File: config.mk
export PLATFORM = sky130hd
export DESIGN_NAME = circular_deque
export DESIGN_NICKNAME = d
export VERILOG_FILES = /design/src/hw/rtl/cdq_pkg.sv /design/src/hw/rtl/cdq_ram.sv /design/src/hw/rtl/cdq_ptr.sv /design/src/hw/rtl/circular_deque.sv
export VERILOG_INCLUDE_DIRS = /design/src /design/src/hw/rtl
export SDC_FILE = /design/constraint.sdc
export NUM_CORES = 1
export LEC_CHECK = 0
export BUFFER_PORTS_ARGS = -buffer_cell sky130_fd_sc_hd__buf_2
export CORE_UTILIZATION = 61
export DETAILED_ROUTE_END_ITERATION = 7
export PLACE_DENSITY = 0.79
export SYNTH_ARGS = -nofsm -noshare
export SYNTH_HDL_FRONTEND = slang
export SYNTH_SLANG_ARGS = --single-unit
export TNS_END_PERCENT = 10
File: constraint.sdc
create_clock -name clk -period 4.41 [get_ports clk]
set_input_delay 0.6615 -clock clk [delete_from_list [all_inputs] [get_ports clk]]
set_output_delay 0.6615 -clock clk [all_outputs]
set_load 0.01 [all_outputs]
File: src/hw/rtl/circular_deque_macros.svh
// assertion macros for the circular deque
`ifndef CIRCULAR_DEQUE_MACROS_SVH
`define CIRCULAR_DEQUE_MACROS_SVH

`ifndef NO_ASSERTIONS
// same-cycle implication, checked at every rising clock edge outside reset
`define CDQ_ASSERT_IMPL(label, ante, cons, msg) \
  label: assert property (@(posedge clk) disable iff (!rst_n) (ante) |-> (cons)) \
    else $error(msg);
// next-cycle implication, checked at every rising clock edge outside reset
`define CDQ_ASSERT_NEXT(label, ante, cons, msg) \
  label: assert property (@(posedge clk) disable iff (!rst_n) (ante) |=> (cons)) \
    else $error(msg);
`else
`define CDQ_ASSERT_IMPL(label, ante, cons, msg)
`define CDQ_ASSERT_NEXT(label, ante, cons, msg)
`endif

`endif

File: src/hw/rtl/cdq_pkg.sv
package cdq_pkg;

  localparam int DEPTH         = 16;
  localparam int IDX_W         = (DEPTH > 1) ? $clog2(DEPTH) : 1;
  localparam int CNT_W         = $clog2(DEPTH + 1);
  localparam int VAL_W         = 32;
  localparam int COUNT_FIELD_W = 5;

  typedef enum logic [1:0] {
    CMD_INS_FRONT = 2'd0,
    CMD_INS_REAR  = 2'd1,
    CMD_DEL_FRONT = 2'd2,
    CMD_DEL_REAR  = 2'd3
  } cmd_t;

  typedef enum logic [1:0] {
    ST_DONE  = 2'd0,
    ST_FULL  = 2'd1,
    ST_EMPTY = 2'd2
  } status_t;

  typedef struct packed {
    cmd_t              cmd;
    logic signed [31:0] item_value;
  } in_word_t;

  typedef struct packed {
    status_t                    status;
    logic signed [31:0]         removed_value;
    logic [COUNT_FIELD_W-1:0]   item_count;
    logic                       now_empty;
    logic                       now_full;
  } out_word_t;

  // pointer unit outcome for the command on its input
  typedef struct packed {
    status_t          status;
    logic             we;
    logic             re;
    logic [IDX_W-1:0] addr;
    logic [CNT_W-1:0] count;
  } ptr_res_t;

endpackage

File: src/hw/rtl/cdq_ram.sv
module cdq_ram #(
  parameter int WIDTH = 32,
  parameter int DEPTH = 16
) (
  input  logic                                      clk,
  input  logic                                      we,
  input  logic [((DEPTH > 1) ? $clog2(DEPTH) : 1)-1:0] addr,
  input  logic [WIDTH-1:0]                          wdata,
  output logic [WIDTH-1:0]                          rdata
);

  logic [WIDTH-1:0] mem [DEPTH];

  always_ff @(posedge clk) begin
    if (we) begin
      mem[addr] <= wdata;
    end
    rdata <= mem[addr];
  end

endmodule

File: src/hw/rtl/cdq_ptr.sv
module cdq_ptr (
  input  logic              clk,
  input  logic              rst_n,
  input  logic              step,
  input  cdq_pkg::cmd_t     cmd,
  output cdq_pkg::ptr_res_t res
);

  import cdq_pkg::*;

  logic [IDX_W-1:0] head_r, head_nxt;
  logic [IDX_W-1:0] tail_r, tail_nxt;
  logic             empty_r, empty_nxt;
  logic [CNT_W-1:0] count_r, count_nxt;
  logic             full;

  function automatic logic [IDX_W-1:0] wrap_up(input logic [IDX_W-1:0] i);
    return (i == IDX_W'(DEPTH - 1)) ? '0 : i + IDX_W'(1);
  endfunction

  function automatic logic [IDX_W-1:0] wrap_down(input logic [IDX_W-1:0] i);
    return (i == '0) ? IDX_W'(DEPTH - 1) : i - IDX_W'(1);
  endfunction

  assign full = (count_r == CNT_W'(DEPTH));

  always_comb begin
    head_nxt   = head_r;
    tail_nxt   = tail_r;
    empty_nxt  = empty_r;
    count_nxt  = count_r;
    res.status = ST_DONE;
    res.we     = 1'b0;
    res.re     = 1'b0;
    res.addr   = head_r;
    unique case (cmd)
      CMD_INS_FRONT, CMD_INS_REAR: begin
        if (full) begin
          res.status = ST_FULL;
        end else begin
          res.we    = 1'b1;
          count_nxt = count_r + CNT_W'(1);
          if (empty_r) begin
            // first element always lands in slot zero
            head_nxt  = '0;
            tail_nxt  = '0;
            empty_nxt = 1'b0;
            res.addr  = '0;
          end else if (cmd == CMD_INS_FRONT) begin
            head_nxt = wrap_down(head_r);
            res.addr = head_nxt;
          end else begin
            tail_nxt = wrap_up(tail_r);
            res.addr = tail_nxt;
          end
        end
      end
      CMD_DEL_FRONT, CMD_DEL_REAR: begin
        if (empty_r) begin
          res.status = ST_EMPTY;
        end else begin
          res.re    = 1'b1;
          res.addr  = (cmd == CMD_DEL_FRONT) ? head_r : tail_r;
          count_nxt = count_r - CNT_W'(1);
          if (head_r == tail_r) begin
            head_nxt  = '0;
            tail_nxt  = '0;
            empty_nxt = 1'b1;
          end else if (cmd == CMD_DEL_FRONT) begin
            head_nxt = wrap_up(head_r);
          end else begin
            tail_nxt = wrap_down(tail_r);
          end
        end
      end
    endcase
    res.count = count_nxt;
  end

  always_ff @(posedge clk) begin
    if (!rst_n) begin
      head_r  <= '0;
      tail_r  <= '0;
      empty_r <= 1'b1;
      count_r <= '0;
    end else if (step) begin
      head_r  <= head_nxt;
      tail_r  <= tail_nxt;
      empty_r <= empty_nxt;
      count_r <= count_nxt;
    end
  end

endmodule

File: src/hw/rtl/circular_deque.sv
// Double-ended queue of DEPTH signed 32-bit elements in a circular slot
// memory. Each input word carries one command (insert front, insert rear,
// delete front, delete rear) and yields exactly one result word with the
// outcome, the removed element, the element count after the command and the
// empty/full flags. Inserts into a full deque and deletes from an empty one
// leave the contents alone and report so in the status. An insert or an
// ignored command has its result registered at acceptance; a successful
// delete first waits in the read state for the registered read data of the
// slot memory. A new word is taken in the cycle its predecessor's result
// is taken, so inserts sustain one word per cycle while out_ready stays
// high; a delete holds off the next word during its read wait. Slots need
// no clearing after reset: a delete only reads slots an earlier insert wrote.
module circular_deque (
  input  logic               clk,
  input  logic               rst_n,
  input  logic               in_valid,
  output logic               in_ready,
  input  cdq_pkg::in_word_t  in_data,
  output logic               out_valid,
  input  logic               out_ready,
  output cdq_pkg::out_word_t out_data
);

  import cdq_pkg::*;

`include "circular_deque_macros.svh"

  // idle takes a word; rd waits on the memory read of a delete
  typedef enum logic {
    S_IDLE,
    S_RD
  } state_t;

  state_t           state_r;
  logic             out_valid_r;
  out_word_t        out_r;
  logic             step;
  ptr_res_t         res;
  logic [VAL_W-1:0] rdata;

  // take a word only in idle, when the result register is free or being drained
  assign in_ready  = (state_r == S_IDLE) && (!out_valid_r || out_ready);
  assign step      = in_valid && in_ready;
  assign out_valid = out_valid_r;
  assign out_data  = out_r;

  // head/tail/count bookkeeping and slot address
  cdq_ptr u_ptr (
    .clk   (clk),
    .rst_n (rst_n),
    .step  (step),
    .cmd   (in_data.cmd),
    .res   (res)
  );

  // slot memory: written on a successful insert, read for a successful delete
  cdq_ram #(
    .WIDTH (VAL_W),
    .DEPTH (DEPTH)
  ) u_slots (
    .clk   (clk),
    .we    (step && res.we),
    .addr  (res.addr),
    .wdata (in_data.item_value),
    .rdata (rdata)
  );

  always_ff @(posedge clk) begin
    if (!rst_n) begin
      state_r     <= S_IDLE;
      out_valid_r <= 1'b0;
    end else begin
      unique case (state_r)
        S_IDLE: begin
          if (step) begin
            // everything but the removed element is known at acceptance
            out_r.status        <= res.status;
            out_r.removed_value <= '0;
            out_r.item_count    <= COUNT_FIELD_W'(res.count);
            out_r.now_empty     <= (res.count == '0);
            out_r.now_full      <= (res.count == CNT_W'(DEPTH));
            if (res.re) begin
              // any older word is drained this cycle
              state_r     <= S_RD;
              out_valid_r <= 1'b0;
            end else begin
              out_valid_r <= 1'b1;
            end
          end else if (out_valid_r && out_ready) begin
            out_valid_r <= 1'b0;
          end
        end
        S_RD: begin
          // read data of the delete is back: complete the result word
          out_r.removed_value <= rdata;
          out_valid_r         <= 1'b1;
          state_r             <= S_IDLE;
        end
      endcase
    end
  end

  // the result register is always free when delete data comes back
  `CDQ_ASSERT_IMPL(a_rd_out_free, state_r == S_RD, !out_valid_r,
                   "delete read returned while result register was busy")
  // a successful delete always goes through the read wait
  `CDQ_ASSERT_NEXT(a_del_reads, step && res.re, state_r == S_RD && !out_valid_r,
                   "successful delete did not wait on the memory read")
  // flags in the result word agree with its count and status
  `CDQ_ASSERT_IMPL(a_flags_consistent, out_valid_r,
                   (out_r.now_empty == (out_r.item_count == '0)) &&
                   (out_r.status != ST_FULL || out_r.now_full) &&
                   (out_r.status != ST_EMPTY || out_r.now_empty),
                   "result flags disagree with count or status")

endmodule
== Yosys cells after proc, flatten, opt, wreduce, memory -nomap -nowiden ==
Memories as Yosys holds them, arrays and structs flattened. A register that Yosys moved wholly into a read port is not among the register bits.
Cells that the tools add are included.
Widths: inputs -> output; s select.
Word-level totals
  flip-flop bits (word level): 57
  bits in writable memories: 512
  output and inout port bits: 43
  logic and storage cells: 100
  memories kept: 1
Memories
  u_slots.mem: words 16, width 32, rd ports 1, clocked after memory_dff 1, wr ports 1, line cdq_ram.sv:12  | logic [WIDTH-1:0] mem [DEPTH];
Cells by class
  add/sub/neg operators: 6
  equality and inequality tests: 16
  muxes and demuxes: 48
  bitwise operators: 1
  reduce and logical (&&, ||, !) cells: 17
Operator list (count)
  $mux 4: 20
  $pmux 32 s2: 1
  $mux 39: 1
  $pmux 4 s2: 3
  $mux 5: 3
  $mux 1: 14
  $eq 5x5->1 const B: 2
  $pmux 5 s2: 1
  $reduce_and 5->1: 2
  $add 4x1->4 const B: 2
  $eq 4x4->1 const B: 2
  $logic_not 4->1: 2
  $sub 4x1->4 const B: 2
  $ne 2x2->1 const B: 3
  $ne 3x1->1 const B: 2
  $ne 3x2->1 const B: 2
  $pmux 1 s2: 3
  $add 5x1->5 const B: 1
  $logic_not 5->1: 1
  $sub 5x1->5 const B: 1
  $eq 2x2->1 const B: 2
  $eq 4x4->1: 1
  $logic_and 1x1->1: 4
  $pmux 2 s2: 1
  other kinds (10): 12

== Longest topological paths before layout ==
Gate-level depths: netlist of run 1.
  word-level depth: 7
  gate-level depth with buffers: 13
  gate-level depth less buffers: 10

== Modules after synthesis ==
From an unflattened synthesis of run 1, not the netlist that was laid out.
Second synthesis, totals
  cells, all modules: 1107
  area total of the unflattened synthesis: 22874.4 um^2
By module, submodules not included
  cdq_ram: times used 1, cells an instance 840, area an instance 19862.8 um^2
  circular_deque: times used 1, cells an instance 92, area an instance 1574.0 um^2
  cdq_ptr: times used 1, cells an instance 175, area an instance 1437.6 um^2

== Worst setup path before layout of run 1 ==
Ideal clock, no wire load.
  path type: input to register
  start point: in in_data[32] (netlist name)
  end point: mem u_slots.mem[4][0] (enable)
  library setup time: 0.421 ns
  arrival time: 3.545 ns
  required time: 3.989 ns
  path slack: 0.444 ns
  cell stages on the path: 9
  cell sequence: buf_4 -> nor2b_1 -> o21ai_1 -> a221oi_2 -> buf_4 -> buf_4 -> buf_1 -> nand2_1 -> nor2_1
Between the ends
  word-level cells in the longest chain between the ends: 6
  elaborated cells on any way between the ends: 16
  those cells by class: eq/ne: 3; mux: 9; reduce/logical: 4
RTL lines
  start, declared: line circular_deque.sv:18  | input cdq_pkg::in_word_t in_data,
  $eq 2x1->1 / $logic_not 2->1 (equally long branches): line cdq_ptr.sv:36, cdq_ptr.sv:49
  $reduce_or 2->1: line cdq_ptr.sv:36  | unique case (cmd)
  $mux 1: line cdq_ptr.sv:36
  $logic_and 1x1->1: line circular_deque.sv:62  | .we (step && res.we),
  $mux 1: line cdq_ram.sv:15  | if (we) begin
  $mux 1 (not written as such): line cdq_ram.sv:16  | mem[addr] <= wdata;
  end, declared: line cdq_ram.sv:12
Several ways; a longest one is shown, not always the timed one.

== Worst setup path in the final report of run 1 ==
  start point: reg u_ptr.head_r[0]
  end point: reg u_slots.rdata[22] (read register of u_slots.mem)
Between the ends
  word-level cells in the longest chain between the ends: 6
  elaborated cells on any way between the ends: 9
  those cells by class: add/sub: 1; mux: 7; reduce/logical: 1
RTL lines
  start, declared: line cdq_ptr.sv:11  | logic [IDX_W-1:0] head_r, head_nxt;
  start signal, assigned: line cdq_ptr.sv:87  | head_r <= head_nxt;
  $sub 4x1->4 / $logic_not 4->1 (equally long branches): line cdq_ptr.sv:22  | return (i == '0) ? IDX_W'(DEPTH - 1) : i - IDX_W'(1);
  $mux 4: line cdq_ptr.sv:22
  $mux 4: line cdq_ptr.sv:49  | end else if (cmd == CMD_INS_FRONT) begin
  $mux 4: line cdq_ptr.sv:43  | if (empty_r) begin
  $mux 4: line cdq_ptr.sv:38  | if (full) begin
  $pmux 4 s2 *: line cdq_ptr.sv:36
  end, declared: line cdq_ram.sv:9  | output logic [WIDTH-1:0] rdata
Every way passes the cells marked *; elsewhere a longest branch is shown, timed or not.
A chain may end at the register's enable or synchronous reset.

==> results of run 1 <==
[cells in the final DEF (no fill, tap or decap), types with 12 or more instances in the layout]
cell,instances
edfxtp_1,553
nand2_1,271
mux2i_1,133
a32oi_1,130
buf_2,80
clkbuf_16,59
dfxtp_1,48
and2_1,34
and4_1,32
nor2_1,27
buf_4,23
nor2_4,17
inv_1,15
a21oi_1,15
buf_12,12
[flip-flops by register name, indices dropped and copies added (netlist names)]
register / count
u_slots.mem: 512
u_ptr.head_r: 4
u_ptr.empty_r: 1
out_data: 41
out_valid: 1
u_ptr.count_r: 5
state_r: 1
u_slots.rdata: 32
u_ptr.tail_r: 4
[final timing paths]
kind	from	endpoint	slack, ns	depth (start not counted)
worst min-delay path	rst_n	u_ptr.empty_r$_SDFFE_PN1P_	0.30	2
worst max register to register	u_ptr.head_r[0]$_SDFFE_PN0P_	u_slots.rdata[22]$_DFF_P_	0.77	9
worst max-delay path	u_ptr.head_r[0]$_SDFFE_PN0P_	u_slots.rdata[22]$_DFF_P_	0.77	9
worst min register to register	u_slots.rdata[3]$_DFF_P_	out_data[10]$_DFFE_PP_	0.51	1
[through the flow]
step | hold WS, ns | power (mW)
floorplan | 0.488 | 7.22
global placement | 0.498 | 7.54
detailed placement | 0.495 | 7.57
CTS | 0.276 | 12.7
global route | 0.325 | 13.0
finish | 0.302 | 12.6
[power breakdown]
| group | switching [mW] | internal (mW) | total (mW) |
|---|---|---|---|
| clock | 2.07 | 3.11 | 5.18 |
| sequential | 0.0802 | 6.39 | 6.47 |
| combinational | 0.655 | 0.345 | 1.00 |
| total | 2.81 | 9.84 | 12.6 |
[layout make-up]
| type | instances | area (µm²) |
|---|---|---|
| sequential | 601 | 17600 |
| clock inverter | 31 | 392 |
| fill | 2304 | 11200 |
| multi-input combinational | 762 | 5230 |
| timing repair buffer | 115 | 813 |
| inverter | 16 | 60.1 |
| antenna | 1 | 2.50 |
| clock buffer | 77 | 1620 |
| tap | 511 | 639 |
[routing by layer]
metal	wire length, µm	share of wire, %	track usage (%)
met3	3980	7.8	3.95
met4	1440	2.8	9.45
met2	25400	50	44.3
met1	20500	40	36.2
met5	11	0.021	0
[cells by family after synthesis]
group                      count (synthesis)  share of synthesized area [%]
AOI/OAI and AO/OA                        188                           6.69
buffers and inverters                    102                           2.43
and+or+nand+nor                          425                           8.68
xor gates and xnor gates                   9                          0.340
DFF                                      601                           75.7
muxes                                    133                           5.74
adders and majority gates                  7                          0.378
[worst max-delay path: stages, from the launching register on]
cell,delay [ns]
dfxtp_1,0.56
inv_1,0.16
ha_1,0.31
a21oi_1,0.21
a21oi_1,0.17
a221oi_4,0.51
buf_12,0.70
mux2i_1,0.37
a32oi_1,0.13
and4_1,0.27
==> results.json, run 1 <==
{
  "status": "finished, final reports clean",
  "tns_ns": 0,
  "insertion_delay_ns": 0.60,
  "grt_pass1_wl_um": 76500,
  "fin_util_pct": 70.1,
  "crit_type": "register to register",
  "hpwl_um": 27400,
  "dr.pass1.iters": 8,
  "syn_area_per_cell_um2": 15.8,
  "postCtsSetupBuffers": 0,
  "track_usage_pct": 26.6,
  "worstSetupEndpointType": "register",
  "synth_edf_count": 553,
  "die-area_um2": 38800,
  "synth_nets": 1510,
  "grt_overflow": 0,
  "wl_per_cell_um": 24.3,
  "p_leak_nw": 9.40,
  "slew_headroom_pct": 24.3,
  "slew_violations": 0,
  "yosysSeqAreaShare_pct": 75.7,
  "fin_cells": 2114,
  "dpl.cell_count": 2005,
  "fin_ws_ns": 0.771,
  "hold_class": "input port to register",
  "portBuffers": 80,
  "htree_levels": 2,
  "post-route-period-util_pct": 82.5,
  "synthCells": 1465,
  "peakVddDrop_mv": 0.335,
  "yosys_warnings": 0,
  "start_kind": "register",
  "grt_antenna_before_repair": 2,
  "grt_pass1_vias": 13000,
  "cts.root.buffer_cell": "clkbuf_16",
  "rsz0062_at_grt": "false",
  "synth-seq-cells": 601,
  "fmaxAchievable_mhz": 275,
  "worst_ep_required_time_ns": 4.89,
  "place_congestion": 0.839,
  "numCtsBuffers": 57,
  "cts_sinks": 601,
  "via_count": 13400,
  "core-area_um2": 37600,
  "synth.area.top_cells": "edfxtp_1 72%, mux2i_1 5.7%, a32oi_1 4.9%",
  "synth_most_common_cell": "edfxtp_1",
  "cts_resized": 0,
  "initial_core_util_pct": 61.7,
  "netlist_top_cells_count": "553 x edfxtp_1, 271 x nand2_1, 133 x mux2i_1",
  "io-pin-count": 81,
  "yosysTopAreaCellShare_pct": 71.6,
  "postLayoutCellArea_um2": 26300,
  "cts_hold_buf": 0,
  "synth_top_area_cell": "edfxtp_1",
  "via_per_inst": 6.32,
  "path_clk_slew_ns": 0.06,
  "drive_gt1_share_pct": 15.4,
  "cp_max_fo": 168,
  "skew_ns": 0.0135,
  "fp.dieW_um": 197,
  "cap_violations": 0,
  "cts_buffer_depth": 3,
  "ys_types": 63,
  "pwr_density_cell_nw_per_um2": 480,
  "synthToLayoutAreaGrowth_pct": 13.5,
  "synth_ff_type": "edfxtp_1",
  "cts_tree": "built",
  "arrival_ns": 4.12,
  "die_h_um": 197,
  "drtIter0Drc": 1501,
  "place_ws_ns": 0.662,
  "finalSetupViolations": 0,
  "num_rows": 71,
  "placed_cell_area_um2": 24300,
  "period_minus_slack_ns": 3.64,
  "drc": 0,
  "final_hold_viol_count": 0,
  "postRouteAntennaNets": 0,
  "synthArstFlopShare_pct": 0,
  "wl_um": 51300,
  "tightest_slew_ns": 1.14,
  "final_nets": 1598,
  "syn-cell-area_um2": 23200,
  "grt_max_degree": 169
}
Power figures use the tool's default switching activity.
==> run 2, diff against run 1 <==
==> constraint.sdc (replaced) <==
create_clock -name clk -period 3.4 [get_ports clk]
set_input_delay 0.51 -clock clk [delete_from_list [all_inputs] [get_ports clk]]
set_output_delay 0.51 -clock clk [all_outputs]
set_load 0.01 [all_outputs]
==> results.json, run 2 (synthesis results as in run 1) <==
{
  "status": "finished, final reports clean",
  "rr_worst_depth": 9,
  "via_per_inst": 6.40,
  "layout_common_cells": "553 x edfxtp_1, 271 x nand2_1, 133 x mux2i_1",
  "tightest_slew_ns": 0.686,
  "hold_class": "input port to register",
  "htree_levels": 2,
  "start_kind": "register",
  "portBuffers": 80,
  "cts_hold_buf": 0,
  "postLayoutCellArea_um2": 26600,
  "final_common_cell": "edfxtp_1",
  "num-fill-cells": 2231,
  "hpwl_um": 28600,
  "crit_slowest_cell": "dfxtp_1",
  "wl_um": 54700,
  "hold_depth": 2,
  "path_cells": "inv_1 -> ha_1 -> a21oi_1 -> a21oi_1 -> a221oi_4 -> clkbuf_16 -> nand2_1 -> a32oi_1 -> and4_1",
  "final_hold_viol_count": 0,
  "ff2ff_setup_slack_ns": 0.11,
  "fin_util_pct": 70.9,
  "core-area_um2": 37600,
  "cts.root.buffer_cell": "clkbuf_16",
  "io-pin-count": 81,
  "slew_violations": 0,
  "postRouteAntennaNets": 0,
  "fmaxAchievable_mhz": 304,
  "wl_per_cell_um": 25.5,
  "cap_violations": 0,
  "synthToLayoutAreaGrowth_pct": 14.9,
  "rsz0062_at_grt": "false",
  "min_to": "u_ptr.empty_r$_SDFFE_PN1P_",
  "hp-start": "rst_n",
  "arrival_ns": 3.83,
  "grt_max_degree": 103,
  "path_clk_slew_ns": 0.06,
  "r2r_start": "u_ptr.head_r[0]$_SDFFE_PN0P_",
  "numCtsBuffers": 57,
  "num_rows": 71,
  "timing.rr.end": "u_slots.rdata[21]$_DFF_P_",
  "worstSetupEndpointType": "register",
  "via_count": 13700,
  "postCtsSetupBuffers": 0,
  "grt_overflow": 0,
  "cts_buffer_depth": 3,
  "largest_reg_flops": 512,
  "cp_slowest_stage_delay_ns": 0.56,
  "drive_gt1_share_pct": 16.5,
  "crit_type": "register to register",
  "crit_family": "compound AO/OA/AOI/OAI gates",
  "grt_pass1_vias": 13200,
  "insertion_delay_ns": 0.62,
  "finalSetupViolations": 0,
  "worst_ep_required_time_ns": 3.94,
  "cts_tree": "built",
  "die_h_um": 197,
  "worst-path-buf-inv": 2,
  "cts_sinks": 601,
  "grt_antenna_before_repair": 4,
  "fp.dieW_um": 197,
  "period_minus_slack_ns": 3.29,
  "post-route-period-util_pct": 96.7,
  "skew_ns": 0.0177,
  "cp_max_fo": 102,
  "crit_top_cell": "a21oi_1",
  "tns_ns": 0,
  "die-area_um2": 38800,
  "cts_resized": 0,
  "grt_pass1_wl_um": 79600,
  "placed_cell_area_um2": 24600,
  "pwr_density_cell_nw_per_um2": 611,
  "track_usage_pct": 28.1,
  "dr.pass1.iters": 8,
  "place_congestion": 0.924,
  "drc": 0,
  "final_nets": 1626,
  "fin_total_pwr_mw": 16.3,
  "p_leak_nw": 9.56,
  "regMostFlops": "u_slots.mem",
  "drtIter0Drc": 1541,
  "slew_headroom_pct": 54.1,
  "initial_core_util_pct": 61.7,
  "peakVddDrop_mv": 0.441
}
==> run 2: cell count changes in the layout (fill, tap and decap cells not counted), sizes merged <==
cell	previous run	this run
clkinvlp	3	0
buf	115	141
inv	17	19
clkbuf	77	82
bufinv	9	7
clkinv	18	17
==> run 2: final cells by class <==
class / count / area [µm²] / area share (%)
flip-flops and latches: 601 / 17600 / 65.9
multi-input cells: 762 / 5230 / 19.6
clock buffers: 80 / 1590 / 5.98
repair buffers: 143 / 1180 / 4.42
well taps: 511 / 639 / 2.40
clock inverters: 27 / 368 / 1.38
inverters: 16 / 60.1 / 0.225
diodes: 1 / 2.50 / 0.00939
==> run 2: where the power goes <==
group	switching, mW	leakage, nW	internal (mW)
clock	2.70	0.958	3.82
sequential	0.0869	5.40	8.29
combinational	0.895	3.20	0.480
total	3.68	9.56	12.6
==> run 2: worst register-to-register path: cells and delay by family, from the launching register on <==
kind | cells | cell delay [ns]
AO/OA/AOI/OAI | 4 | 1.12
flip-flops | 1 | 0.56
AND/OR/NAND/NOR | 2 | 0.53
adder cells (fa/ha/maj) | 1 | 0.31
buffers and inverters | 2 | 0.70
==> run 2: per-layer routing <==
metal	part of all wire [%]	up-vias	global-route usage (%)
met5	0.055	-	0
met4	3.0	4	11.2
li1	-	5907	-
met1	39	6828	39.2
met2	49	823	45.0
met3	9.0	133	4.36
==> run 2: worst max-delay path by stage <==
stage | startpoint | depth (start not counted) | slack [ns] | endpoint
2_1_floorplan | u_ptr.head_r[0]$_SDFFE_PN0P_ | 11 | -0.47 | u_slots.mem[4][0]$_DFFE_PP_
3_3_place_gp | u_ptr.head_r[0]$_SDFFE_PN0P_ | 9 | 0.39 | u_slots.rdata[21]$_DFF_P_
3_5_place_dp | u_ptr.head_r[0]$_SDFFE_PN0P_ | 10 | 0.22 | u_slots.rdata[9]$_DFF_P_
4_1_cts | u_ptr.head_r[0]$_SDFFE_PN0P_ | 10 | 0.15 | u_slots.rdata[9]$_DFF_P_
5_1_grt | u_ptr.head_r[0]$_SDFFE_PN0P_ | 10 | 0.005 | u_slots.rdata[12]$_DFF_P_
6_report | u_ptr.head_r[0]$_SDFFE_PN0P_ | 9 | 0.11 | u_slots.rdata[21]$_DFF_P_
==> run 2: through the flow <==
stage	worst slack, ns	hold WS, ns	std cells
after global routing	0.00532	0.129	2140
final	0.111	0.125	2141
after global placement	0.391	0.491	2032
after CTS	0.149	0.100	2139
after detailed placement	0.216	0.497	2032
after floorplan	-0.471	0.488	1465
